--- config.mk ---
export PLATFORM = sky130hd
export DESIGN_NAME = parity_bit_framer_core
export DESIGN_NICKNAME = d
export VERILOG_FILES = /design/src/design/pbf_pkg.sv /design/src/design/parity_bit_framer_core.sv /design/src/design/pbf_in_reg.sv /design/src/design/pbf_framer.sv /design/src/design/pbf_out_queue.sv
export VERILOG_INCLUDE_DIRS = /design/src /design/src/design
export SDC_FILE = /design/constraint.sdc
export NUM_CORES = 1
export LEC_CHECK = 0
export BUFFER_PORTS_ARGS = -buffer_cell sky130_fd_sc_hd__buf_2
export CAP_MARGIN = 20
export CORE_MARGIN = 1
export CORE_UTILIZATION = 57
export DETAILED_ROUTE_END_ITERATION = 6
export PLACE_DENSITY = 0.76
export SETUP_SLACK_MARGIN = 0.3
export SYNTH_ARGS = -nofsm -noshare
export SYNTH_HDL_FRONTEND = slang
export SYNTH_SLANG_ARGS = --single-unit
--- constraint.sdc ---
create_clock -name aclk -period 9.9 [get_ports aclk]
set_input_delay 1.485 -clock aclk [delete_from_list [all_inputs] [get_ports aclk]]
set_output_delay 1.485 -clock aclk [all_outputs]
set_load 0.005 [all_outputs]
--- src/design/parity_bit_framer_core_defines.svh ---
// assertion macros shared by the framer modules
// no dependencies; the asserting files pull this in by include
`ifndef PARITY_BIT_FRAMER_CORE_DEFINES_SVH
`define PARITY_BIT_FRAMER_CORE_DEFINES_SVH

`ifndef SYNTHESIS
`define PBF_ASSERT_ALWAYS(label, clk, rstn, prop) \
    label: assert property (@(posedge clk) disable iff (!rstn) (prop)) \
        else $error("pbf assertion failed");
`define PBF_ASSERT_IMPLIES(label, clk, rstn, ante, cons) \
    label: assert property (@(posedge clk) disable iff (!rstn) (ante) |-> (cons)) \
        else $error("pbf assertion failed");
`define PBF_ASSERT_NEXT(label, clk, rstn, ante, cons) \
    label: assert property (@(posedge clk) disable iff (!rstn) (ante) |=> (cons)) \
        else $error("pbf assertion failed");
`else
`define PBF_ASSERT_ALWAYS(label, clk, rstn, prop)
`define PBF_ASSERT_IMPLIES(label, clk, rstn, ante, cons)
`define PBF_ASSERT_NEXT(label, clk, rstn, ante, cons)
`endif

`endif

--- src/design/pbf_pkg.sv ---
// types and constants for the parity bit framer
// no dependencies
package pbf_pkg;

    localparam int BYTE_BITS       = 8;
    localparam int GROUP_BITS      = BYTE_BITS + 1;
    localparam int MAX_FRAME_BYTES = 256;
    localparam int COUNT_W         = 12;
    localparam int COUNT_MAX       = (1 << COUNT_W) - 1;
    localparam int COUNT_LIMIT     = (MAX_FRAME_BYTES * GROUP_BITS > COUNT_MAX) ?
                                     COUNT_MAX : MAX_FRAME_BYTES * GROUP_BITS;

    typedef enum logic {
        DIR_PACK   = 1'b0,
        DIR_UNPACK = 1'b1
    } dir_t;

    typedef struct packed {
        logic [7:0] in_byte;
        logic       parity_in;
        logic [3:0] valid_bits;
        logic       last_in;
    } in_item_t;

    typedef struct packed {
        logic [7:0]         out_byte;
        logic               parity_out;
        logic [3:0]         out_bits;
        logic               short_frame;
        logic               length_error;
        logic [COUNT_W-1:0] total_bits;
        logic               last_out;
    } res_t;

    typedef struct packed {
        res_t       res0;
        res_t       res1;
        logic [1:0] num;
    } pair_t;

endpackage

--- src/design/parity_bit_framer_core.sv ---
// parity bit framer top level: input register, framer logic, result queue
// depends on pbf_pkg, pbf_in_reg, pbf_framer, pbf_out_queue
//
//  channel  direction  handshake            payload
//  s_       in         s_valid / s_ready    in_byte, parity_in, valid_bits, last_in
//  m_       out        m_valid / m_ready    out_byte .. last_out (seven fields)
//  cfg_     in         cfg_valid/cfg_ready  direction (0 pack, 1 unpack)
//
// the single result port drains the two-entry result queue, so an item with two
// results holds off the next item until only one is left and m_ready is high
// an item passes the input register and then the result queue on its way to m_
// reset clears the item and result flags, the frame state and direction (pack)
// a direction write drops any frame in progress; cfg_ready is always high
module parity_bit_framer_core import pbf_pkg::*; (
    input  logic               aclk,
    input  logic               aresetn,
    input  logic               s_valid,
    output logic               s_ready,
    input  logic [7:0]         s_in_byte,
    input  logic               s_parity_in,
    input  logic [3:0]         s_valid_bits,
    input  logic               s_last_in,
    output logic               m_valid,
    input  logic               m_ready,
    output logic [7:0]         m_out_byte,
    output logic               m_parity_out,
    output logic [3:0]         m_out_bits,
    output logic               m_short_frame,
    output logic               m_length_error,
    output logic [COUNT_W-1:0] m_total_bits,
    output logic               m_last_out,
    input  logic               cfg_valid,
    output logic               cfg_ready,
    input  logic               cfg_direction
);

    in_item_t s_item;
    in_item_t item;
    logic     item_valid;
    logic     item_take;
    logic     load_ready;
    logic     pair_load;
    pair_t    pair;
    res_t     m_res;

    assign cfg_ready = 1'b1;

    assign s_item.in_byte    = s_in_byte;
    assign s_item.parity_in  = s_parity_in;
    assign s_item.valid_bits = s_valid_bits;
    assign s_item.last_in    = s_last_in;

    pbf_in_reg u_in_reg (
        .aclk       (aclk),
        .aresetn    (aresetn),
        .s_valid    (s_valid),
        .s_ready    (s_ready),
        .s_item     (s_item),
        .item_valid (item_valid),
        .item_take  (item_take),
        .item       (item)
    );

    pbf_framer u_framer (
        .aclk          (aclk),
        .aresetn       (aresetn),
        .cfg_wr        (cfg_valid && cfg_ready),
        .cfg_direction (cfg_direction),
        .item_valid    (item_valid),
        .item          (item),
        .item_take     (item_take),
        .load_ready    (load_ready),
        .pair_load     (pair_load),
        .pair          (pair)
    );

    pbf_out_queue u_out_queue (
        .aclk       (aclk),
        .aresetn    (aresetn),
        .pair_load  (pair_load),
        .pair       (pair),
        .load_ready (load_ready),
        .m_valid    (m_valid),
        .m_ready    (m_ready),
        .m_res      (m_res)
    );

    assign m_out_byte     = m_res.out_byte;
    assign m_parity_out   = m_res.parity_out;
    assign m_out_bits     = m_res.out_bits;
    assign m_short_frame  = m_res.short_frame;
    assign m_length_error = m_res.length_error;
    assign m_total_bits   = m_res.total_bits;
    assign m_last_out     = m_res.last_out;

endmodule

--- src/design/pbf_in_reg.sv ---
// input register for one item
// depends on pbf_pkg
module pbf_in_reg import pbf_pkg::*; (
    input  logic     aclk,
    input  logic     aresetn,
    input  logic     s_valid,
    output logic     s_ready,
    input  in_item_t s_item,
    output logic     item_valid,
    input  logic     item_take,
    output in_item_t item
);

    logic     valid_reg;
    logic     valid_next;
    in_item_t item_reg;

    assign s_ready    = !valid_reg || item_take;
    assign item_valid = valid_reg;
    assign item       = item_reg;

    always_comb begin
        valid_next = valid_reg;
        if (s_valid && s_ready) begin
            valid_next = 1'b1;
        end else if (item_take) begin
            valid_next = 1'b0;
        end
    end

    always_ff @(posedge aclk) begin
        if (!aresetn) begin
            valid_reg <= 1'b0;
        end else begin
            valid_reg <= valid_next;
        end
    end

    always_ff @(posedge aclk) begin
        if (s_valid && s_ready) begin
            item_reg <= s_item;
        end
    end

endmodule

--- src/design/pbf_framer.sv ---
// bit gearbox: frame state, pack and unpack logic, up to two results per item
// depends on pbf_pkg and the assertion macros
`include "parity_bit_framer_core_defines.svh"

module pbf_framer import pbf_pkg::*; (
    input  logic     aclk,
    input  logic     aresetn,
    input  logic     cfg_wr,
    input  logic     cfg_direction,
    input  logic     item_valid,
    input  in_item_t item,
    output logic     item_take,
    input  logic     load_ready,
    output logic     pair_load,
    output pair_t    pair
);

    dir_t               dir_reg;
    logic [7:0]         acc_reg;
    logic [7:0]         acc_next;
    logic [3:0]         fill_reg;
    logic [3:0]         fill_next;
    logic [COUNT_W-1:0] count_reg;
    logic [COUNT_W-1:0] count_next;

    function automatic logic [COUNT_W-1:0] sat_add(input logic [COUNT_W-1:0] base,
                                                   input logic [3:0] inc);
        logic [COUNT_W:0] sum;
        sum = {1'b0, base} + (COUNT_W+1)'(inc);
        if (sum > (COUNT_W+1)'(COUNT_LIMIT)) begin
            return COUNT_W'(COUNT_LIMIT);
        end
        return sum[COUNT_W-1:0];
    endfunction

    assign item_take = item_valid && load_ready;
    assign pair_load = item_take;

    always_comb begin
        logic [15:0]        word;
        logic [COUNT_W-1:0] cnt;
        logic [3:0]         v;
        logic [7:0]         mb;
        logic [4:0]         nf;
        logic [7:0]         rem;
        logic [3:0]         rem_fill;

        pair       = '0;
        acc_next   = acc_reg;
        fill_next  = fill_reg;
        count_next = count_reg;
        word       = '0;
        cnt        = '0;
        v          = 4'd8;
        mb         = '0;
        nf         = '0;
        rem        = '0;
        rem_fill   = '0;

        case (dir_reg)
            DIR_PACK: begin
                word = ({7'd0, item.parity_in, item.in_byte} << fill_reg[2:0])
                       | {8'd0, acc_reg};
                cnt  = sat_add(count_reg, 4'(GROUP_BITS));
                count_next = cnt;
                pair.res0.out_byte = word[7:0];
                pair.res0.out_bits = 4'd8;
                if (fill_reg[2:0] == 3'd7) begin
                    pair.res1.out_byte   = word[15:8];
                    pair.res1.out_bits   = 4'd8;
                    pair.res1.total_bits = item.last_in ? cnt : '0;
                    pair.res1.last_out   = item.last_in;
                    pair.num  = 2'd2;
                    acc_next  = '0;
                    fill_next = '0;
                end else if (item.last_in) begin
                    pair.res1.out_byte   = word[15:8];
                    pair.res1.out_bits   = {1'b0, fill_reg[2:0]} + 4'd1;
                    pair.res1.total_bits = cnt;
                    pair.res1.last_out   = 1'b1;
                    pair.num = 2'd2;
                end else begin
                    pair.num  = 2'd1;
                    acc_next  = word[15:8];
                    fill_next = {1'b0, fill_reg[2:0]} + 4'd1;
                end
            end
            DIR_UNPACK: begin
                if (item.last_in && item.valid_bits >= 4'd1 && item.valid_bits <= 4'd8) begin
                    v = item.valid_bits;
                end
                for (int i = 0; i < 8; i++) begin
                    mb[i] = item.in_byte[i] & (4'(i) < v);
                end
                cnt = sat_add(count_reg, v);
                count_next = cnt;
                if (item.last_in && count_reg == '0 && fill_reg == '0) begin
                    pair.res0.out_byte    = mb;
                    pair.res0.out_bits    = v;
                    pair.res0.short_frame = 1'b1;
                    pair.res0.total_bits  = cnt;
                    pair.res0.last_out    = 1'b1;
                    pair.num = 2'd1;
                end else begin
                    word = ({8'd0, mb} << fill_reg) | {8'd0, acc_reg};
                    nf   = {1'b0, fill_reg} + {1'b0, v};
                    if (nf >= 5'(GROUP_BITS)) begin
                        pair.res0.out_byte   = word[7:0];
                        pair.res0.parity_out = word[8];
                        pair.res0.out_bits   = 4'd8;
                        if (item.last_in && nf == 5'(GROUP_BITS)) begin
                            pair.res0.total_bits = cnt;
                            pair.res0.last_out   = 1'b1;
                        end
                        rem      = {1'b0, word[15:9]};
                        rem_fill = 4'(nf - 5'(GROUP_BITS));
                    end else begin
                        rem      = word[7:0];
                        rem_fill = nf[3:0];
                    end
                    if (item.last_in && rem_fill != '0) begin
                        if (nf >= 5'(GROUP_BITS)) begin
                            pair.res1.out_byte     = rem;
                            pair.res1.out_bits     = rem_fill;
                            pair.res1.length_error = 1'b1;
                            pair.res1.total_bits   = cnt;
                            pair.res1.last_out     = 1'b1;
                            pair.num = 2'd2;
                        end else begin
                            pair.res0.out_byte     = rem;
                            pair.res0.out_bits     = rem_fill;
                            pair.res0.length_error = 1'b1;
                            pair.res0.total_bits   = cnt;
                            pair.res0.last_out     = 1'b1;
                            pair.num = 2'd1;
                        end
                    end else begin
                        pair.num = (nf >= 5'(GROUP_BITS)) ? 2'd1 : 2'd0;
                    end
                    acc_next  = rem;
                    fill_next = rem_fill;
                end
            end
            default: begin
                pair = '0;
            end
        endcase

        // end of frame drops all pending state
        if (item.last_in) begin
            acc_next   = '0;
            fill_next  = '0;
            count_next = '0;
        end
    end

    always_ff @(posedge aclk) begin
        if (!aresetn) begin
            dir_reg   <= DIR_PACK;
            acc_reg   <= '0;
            fill_reg  <= '0;
            count_reg <= '0;
        end else if (cfg_wr) begin
            dir_reg   <= dir_t'(cfg_direction);
            acc_reg   <= '0;
            fill_reg  <= '0;
            count_reg <= '0;
        end else if (pair_load) begin
            acc_reg   <= acc_next;
            fill_reg  <= fill_next;
            count_reg <= count_next;
        end
    end

    `PBF_ASSERT_ALWAYS(a_count_limit, aclk, aresetn, count_reg <= COUNT_W'(COUNT_LIMIT))
    `PBF_ASSERT_ALWAYS(a_fill_range, aclk, aresetn, fill_reg <= 4'd8)
    `PBF_ASSERT_IMPLIES(a_pack_fill, aclk, aresetn, dir_reg == DIR_PACK, fill_reg <= 4'd7)
    `PBF_ASSERT_NEXT(a_frame_end_clear, aclk, aresetn, pair_load && item.last_in, count_reg == '0 && fill_reg == '0)
    `PBF_ASSERT_IMPLIES(a_pair_order, aclk, aresetn, pair_load && pair.num == 2'd2, !pair.res0.last_out)

endmodule

--- src/design/pbf_out_queue.sv ---
// two-entry result register feeding the output channel
// depends on pbf_pkg and the assertion macros
`include "parity_bit_framer_core_defines.svh"

module pbf_out_queue import pbf_pkg::*; (
    input  logic  aclk,
    input  logic  aresetn,
    input  logic  pair_load,
    input  pair_t pair,
    output logic  load_ready,
    output logic  m_valid,
    input  logic  m_ready,
    output res_t  m_res
);

    logic [1:0] cnt_reg;
    logic [1:0] cnt_next;
    res_t       slot0_reg;
    res_t       slot1_reg;
    logic       pop;

    assign m_valid    = cnt_reg != 2'd0;
    assign m_res      = slot0_reg;
    assign pop        = m_valid && m_ready;
    assign load_ready = (cnt_reg == 2'd0) || (cnt_reg == 2'd1 && m_ready);

    always_comb begin
        cnt_next = cnt_reg;
        if (pair_load) begin
            cnt_next = pair.num;
        end else if (pop) begin
            cnt_next = cnt_reg - 2'd1;
        end
    end

    always_ff @(posedge aclk) begin
        if (!aresetn) begin
            cnt_reg <= 2'd0;
        end else begin
            cnt_reg <= cnt_next;
        end
    end

    always_ff @(posedge aclk) begin
        if (pair_load) begin
            slot0_reg <= pair.res0;
            slot1_reg <= pair.res1;
        end else if (pop) begin
            slot0_reg <= slot1_reg;
        end
    end

    `PBF_ASSERT_ALWAYS(a_cnt_range, aclk, aresetn, cnt_reg != 2'd3)
    `PBF_ASSERT_IMPLIES(a_first_not_last, aclk, aresetn, cnt_reg == 2'd2, !slot0_reg.last_out)
    `PBF_ASSERT_NEXT(a_drain_step, aclk, aresetn, cnt_reg == 2'd2 && m_ready, cnt_reg == 2'd1)

endmodule
### Word level (Yosys, flattened, before mapping)

Index checks and enable logic that the tools add are counted.

* register bits after elaboration: 96
* bits in latches: 0
* RAM bits: 0
* bits in read-only memories: 0
* input bits: 20
* output and inout port bits: 31
* logic and storage cells: 155
* memories: 0

* $add $sub $neg: 6
* multipliers: 0
* divide/modulo/power cells: 0
* $lt $le $gt $ge: 13
* eq/ne operators: 4
* shift-type cells: 2
* mux-type cells: 72
* bitwise logic cells: 13
* reduce and logical (&&, ||, !) cells: 23

Operators by type and width (number)
* 13-bit 2-to-1 mux: 7
* 8-bit 2-to-1 mux: 11
* 12-bit 2-to-1 mux: 6
* 4-bit 2-to-1 mux: 16
* 28-bit 2-to-1 mux: 2
* 8-bit one-hot mux with 2 select lines: 3
* 16-bit by 8-bit OR with 16-bit output: 2
* 15-bit 2-to-1 mux: 2
* 15-bit one-hot mux with 2 select lines: 1
* 14-bit 2-to-1 mux: 2
* 13-bit by 12-bit greater-than comparator with 1-bit output, second input constant: 2
* 12-bit one-hot mux with 2 select lines: 1
* 4-bit one-hot mux with 2 select lines: 3
* 22-bit 2-to-1 mux: 1
* 3-bit by 4-bit less-than comparator with 1-bit output, first input constant: 4
* 8-bit by 4-bit << shifter with 16-bit output: 1
* 9-bit by 3-bit << shifter with 16-bit output: 1
* 12-bit by 4-bit adder with 13-bit output: 1
* 12-bit by 4-bit adder with 13-bit output, second input constant: 1
* 12-bit logical NOT: 1
* 2-bit 2-to-1 mux: 6
* 1-bit 2-to-1 mux: 11
* 1-bit logical AND: 10
* 1-bit bitwise AND: 8
* 23 further kinds: 30

### Longest topological paths before layout

* word-level depth: 17
* depth in mapped cells: 20
* gate-level depth less buffers: 18

### By module

Synthesis repeated with hierarchy kept, for this count alone.

* cells, all modules: 770
* area, all modules: 6885.4 µm²

By module, submodules not included
* pbf_framer: instances 1, cells an instance 643, area an instance 4217.8 µm², sequential area each 500.5 µm²
* pbf_out_queue: instances 1, cells an instance 106, area an instance 2178.3 µm², sequential area each 1721.7 µm²
* pbf_in_reg: instances 1, cells an instance 19, area an instance 478.0 µm², sequential area each 440.4 µm²
* parity_bit_framer_core: instances 1, cells an instance 2, area an instance 11.3 µm², sequential area each 0.0 µm²

### Worst setup path after synthesis

OpenSTA, ideal clock, no wires.

* kind: flip-flop to flip-flop
* start point: register u_in_reg.item_reg (netlist bit u_in_reg.item[0])
* end point: register u_out_queue.cnt_reg[0]
* library setup time: 0.177 ns
* arrival: 3.921 ns
* data required time: 9.723 ns
* slack: 5.802 ns
* cell stages (with the launch flop): 19
* path buffers: 2
* clock period less this slack: 4.098 ns
* path through: edfxtp_1 buf_2 buf_2 nor2b_1 and2_1 ha_1 ha_1 or2_2 nor4_1 o21bai_1 a21o_4 inv_2 ha_1 o2111ai_4 o21ai_1 inv_1 ha_1 o31ai_1 a21oi_1

* word-level cells in the longest chain between the ends: 15
* elaborated cells on any way between the ends: 22
* those cells by class: 2 x add/sub; 1 x order compare; 13 x mux; 6 x reduce/logical

RTL lines
* from (decl): RTL line pbf_in_reg.sv:16 `in_item_t item_reg;`
* from (signal assigned): RTL line pbf_in_reg.sv:41 `item_reg <= s_item;`
* 1-bit logical AND (2 in series): RTL line pbf_framer.sv:89 `if (item.last_in && item.valid_bits >= 4'd1 && item.valid_bits <= 4'd8) begin`
* 4-bit 2-to-1 mux: RTL line pbf_framer.sv:89
* 4-bit 2-to-1 mux: RTL line pbf_framer.sv:60 `case (dir_reg)`
* 4-bit by 4-bit adder with 5-bit output: RTL line pbf_framer.sv:106 `nf = {1'b0, fill_reg} + {1'b0, v};`
* 4-bit subtractor / 5-bit by 4-bit >= comparator with 1-bit output (equally long branches)
* 4-bit 2-to-1 mux: RTL line pbf_framer.sv:107 `if (nf >= 5'(GROUP_BITS)) begin`
* 4-bit 2-to-1 mux: RTL line pbf_framer.sv:97 `if (item.last_in && count_reg == '0 && fill_reg == '0) begin`
* 4-bit 2-to-1 mux: RTL line pbf_framer.sv:60
* 4-bit nonzero test: RTL line pbf_framer.sv:121 `if (item.last_in && rem_fill != '0) begin`
* 1-bit logical AND: RTL line pbf_framer.sv:121
* 2-bit 2-to-1 mux: RTL line pbf_framer.sv:121
* 2-bit 2-to-1 mux: RTL line pbf_framer.sv:97
* 15-bit one-hot mux with 2 select lines *: RTL line pbf_framer.sv:60
* 2-bit 2-to-1 mux *: RTL line pbf_out_queue.sv:29 `if (pair_load) begin`
* to (signal assigned): RTL line pbf_out_queue.sv:40 `cnt_reg <= cnt_next;`
* to (decl): RTL line pbf_out_queue.sv:16 `logic [1:0] cnt_reg;`

Mark *: on every way between the ends. The rest lies on a longest branch, timed or not. The select of a mux whose other input is x is not followed.
A chain may end at the register's enable or synchronous reset.

==> impl_metrics.json <==
{
  "outcome": "complete, no violations",
  "max_stage_delay_ns": 0.97,
  "grt_remaining_overflow": 0,
  "firstDrtPassIters": 5,
  "fp-row-count": 39,
  "synth.avg_cell_area_um2": 8.83,
  "r2r_end": "u_out_queue.slot1_reg[26]",
  "fillers": 963,
  "gp_congestion": 1.01,
  "antenna_found_initial": 0,
  "cp.required_ns": 9.97,
  "coreArea_um2": 11500,
  "port_buffers": 49,
  "postRouteAntennaNets": 0,
  "synth_warnings": 0,
  "ios": 51,
  "critPathBufInv": 1,
  "wl_per_cell_um": 22.5,
  "cts.sinks": 96,
  "worstRegToRegCells": 13,
  "hold_path.class": "reg2reg",
  "p_leak_nw": 2.71,
  "finalSetupViolations": 0,
  "cp_top_family": "compound AO/OA/AOI/OAI gates",
  "vias": 6430,
  "start_util_pct": 58.8,
  "drive_gt1_share_pct": 13.3,
  "cp-end-kind": "flip-flop",
  "regToRegSetupSlack_ns": 4.63,
  "setup_tns_ns": 0,
  "path_depth": 13,
  "cp_common_cell": "ha_1",
  "htreeDepth": 3,
  "maxSlewViolCount": 0,
  "cp-endpoint": "u_out_queue.slot1_reg[26]",
  "synth_area_leader_cell": "edfxtp_1",
  "wl_um": 20900,
  "cts.clk_slew.worst_paths_ns": 0.08,
  "syn_inst": 764,
  "reg2reg_from": "u_in_reg.item[0]",
  "ys.flop_type": "edfxtp_1",
  "yosysTopAreaCellShare_pct": 30.3,
  "achievable-frequency_ghz": 0.190,
  "antenna_cells": 0,
  "hold_buffers": 0,
  "finalInstanceArea_um2": 7310,
  "p_per_area_nw_per_um2": 152,
  "start_kind": "flip-flop",
  "path_cells": "nor2b_1 -> and2_1 -> ha_1 -> ha_1 -> or2_2 -> nor4_1 -> o21bai_1 -> a21o_4 -> inv_2 -> ha_1 -> o2111ai_4 -> o2111ai_2 -> o22ai_1",
  "fin_nets": 823,
  "drtIter0Drc": 836,
  "vias_per_cell": 6.91,
  "seq_area_frac_synth_pct": 38.6,
  "syn_area_um2": 6750,
  "dieHeight_um": 111,
  "hpwl_um": 15100,
  "max-vdd-ir-drop_v": 0.000132,
  "fin_crit_sh_pct": 53.3,
  "post_cts_buffers": 0,
  "synth-seq-cells": 96,
  "cts_tree": "done",
  "rsz0062_at_grt": "no",
  "cts-root-buf": "clkbuf_16",
  "drc_errors": 0,
  "grt_pass1_vias": 5845,
  "worstPathMaxFanout": 29,
  "crit_arrival_ns": 5.34,
  "drv_cap": 0,
  "grt_max_degree": 48,
  "path_class": "reg2reg",
  "finalHoldViolations": 0,
  "yosys-top-cells-area": "edfxtp_1, dfxtp_1, nand2_1, ha_1, a21oi_1",
  "cts-buffers-inserted": 9,
  "slew_headroom_pct": 27.5,
  "synth_edf_count": 68,
  "cpMaxStageDelayCell": "edfxtp_1",
  "clock_path_buffers": 2,
  "final_cell_mix": "nand2_1, edfxtp_1, nor2_1, buf_2, a21oi_1",
  "grt_pass1_wl_um": 32700,
  "cts_resized": 0,
  "largest_register_ffs": 28,
  "worst_slew_pin_slew_ns": 1.09,
  "synthToLayoutAreaGrowth_pct": 8.40,
  "timing.final.crit_period_ns": 5.27,
  "synth_async_sr_flop_share_pct": 0,
  "dieArea_um2": 12300,
  "grt_use_total_pct": 34.6,
  "final_common_cell": "nand2_1",
  "synth_fp_nets": 805,
  "placed_area_um2": 7010,
  "crit_start": "u_in_reg.item[0]",
  "die_w_um": 111,
  "yosys.cell_types.count": 84,
  "fin_skew_ns": 0.0117,
  "clk_latency_ns": 0.36
}
-- synthesized netlist by cell type, types with 12 or more instances --
cell,count
nor3_1,21
nor2_1,57
mux2i_1,15
a21oi_1,45
o31ai_1,13
clkbuf_1,28
o21ai_0,26
xnor2_1,15
buf_2,12
ha_1,21
a211oi_1,13
o21ai_1,22
dfxtp_1,28
edfxtp_1,68
o22ai_1,21
nand2b_1,12
nand3_1,19
nand2_1,82
and2_1,14
inv_1,29
-- per-stage QoR --
stage                     power (mW)  cells  hold slack [ns]  setup slack (ns)  utilization, %
after CTS                       1.11    930            0.491              4.74            63.8
after detailed placement       0.744    914            0.475              4.75            61.1
after floorplan                0.661    764            0.456              5.80               -
after global routing            1.15    930            0.536              4.21            63.8
final                           1.11    930            0.492              4.63            63.8
after global placement         0.739    913            0.469              4.96            61.1
-- report_power, final --
part           internal [mW]  leakage, nW  switching, mW
registers              0.481        0.888         0.0239
logic                 0.0801         1.68          0.157
clock network          0.200        0.146          0.167
-- per-layer routing --
layer / share of wire, % / up-vias / GRT usage (%) / wire (um)
li1: - / 2948 / - / -
met3: 14 / 42 / 13.6 / 2960
met2: 40 / 437 / 45.4 / 8310
met1: 44 / 3003 / 51.4 / 9220
met5: 0 / - / 0 / 0
met4: 2.1 / 0 / 10.8 / 450
-- cell families (layout without fill, tap and decap cells) --
group	after synthesis	after routing	synth area share [%]
simple gates	277	277	21.0
compound gates	246	246	25.6
flops	96	96	38.6
buf+inv	82	105	4.95
mux	23	23	3.56
fa+ha+maj	21	21	3.89
xor+xnor	18	18	2.34
other cells	1	1	0.0556
-- worst min path at each step --
stage	start	end	slack, ns	cells past startpoint
2_1_floorplan	u_framer.acc_reg[7]	u_framer.acc_reg[7]	0.46	1
3_3_place_gp	u_framer.acc_reg[7]	u_framer.acc_reg[7]	0.47	1
3_5_place_dp	u_framer.acc_reg[7]	u_framer.acc_reg[7]	0.47	1
4_1_cts	u_framer.acc_reg[7]	u_framer.acc_reg[7]	0.49	1
5_1_grt	u_framer.acc_reg[7]	u_framer.acc_reg[7]	0.54	1
6_report	u_framer.acc_reg[7]	u_framer.acc_reg[7]	0.49	1
-- area by class of cell --
class / count / area [um2] / area share (%)
Tap cell: 143 / 179 / 2.45
Clock inverter: 6 / 75.1 / 1.03
Timing Repair Buffer: 55 / 288 / 3.93
Multi-Input combinational cell: 586 / 3810 / 52.1
Inverter: 34 / 128 / 1.75
Clock buffer: 10 / 229 / 3.13
Sequential cell: 96 / 2600 / 35.6
Power figures use the tool's default switching activity.
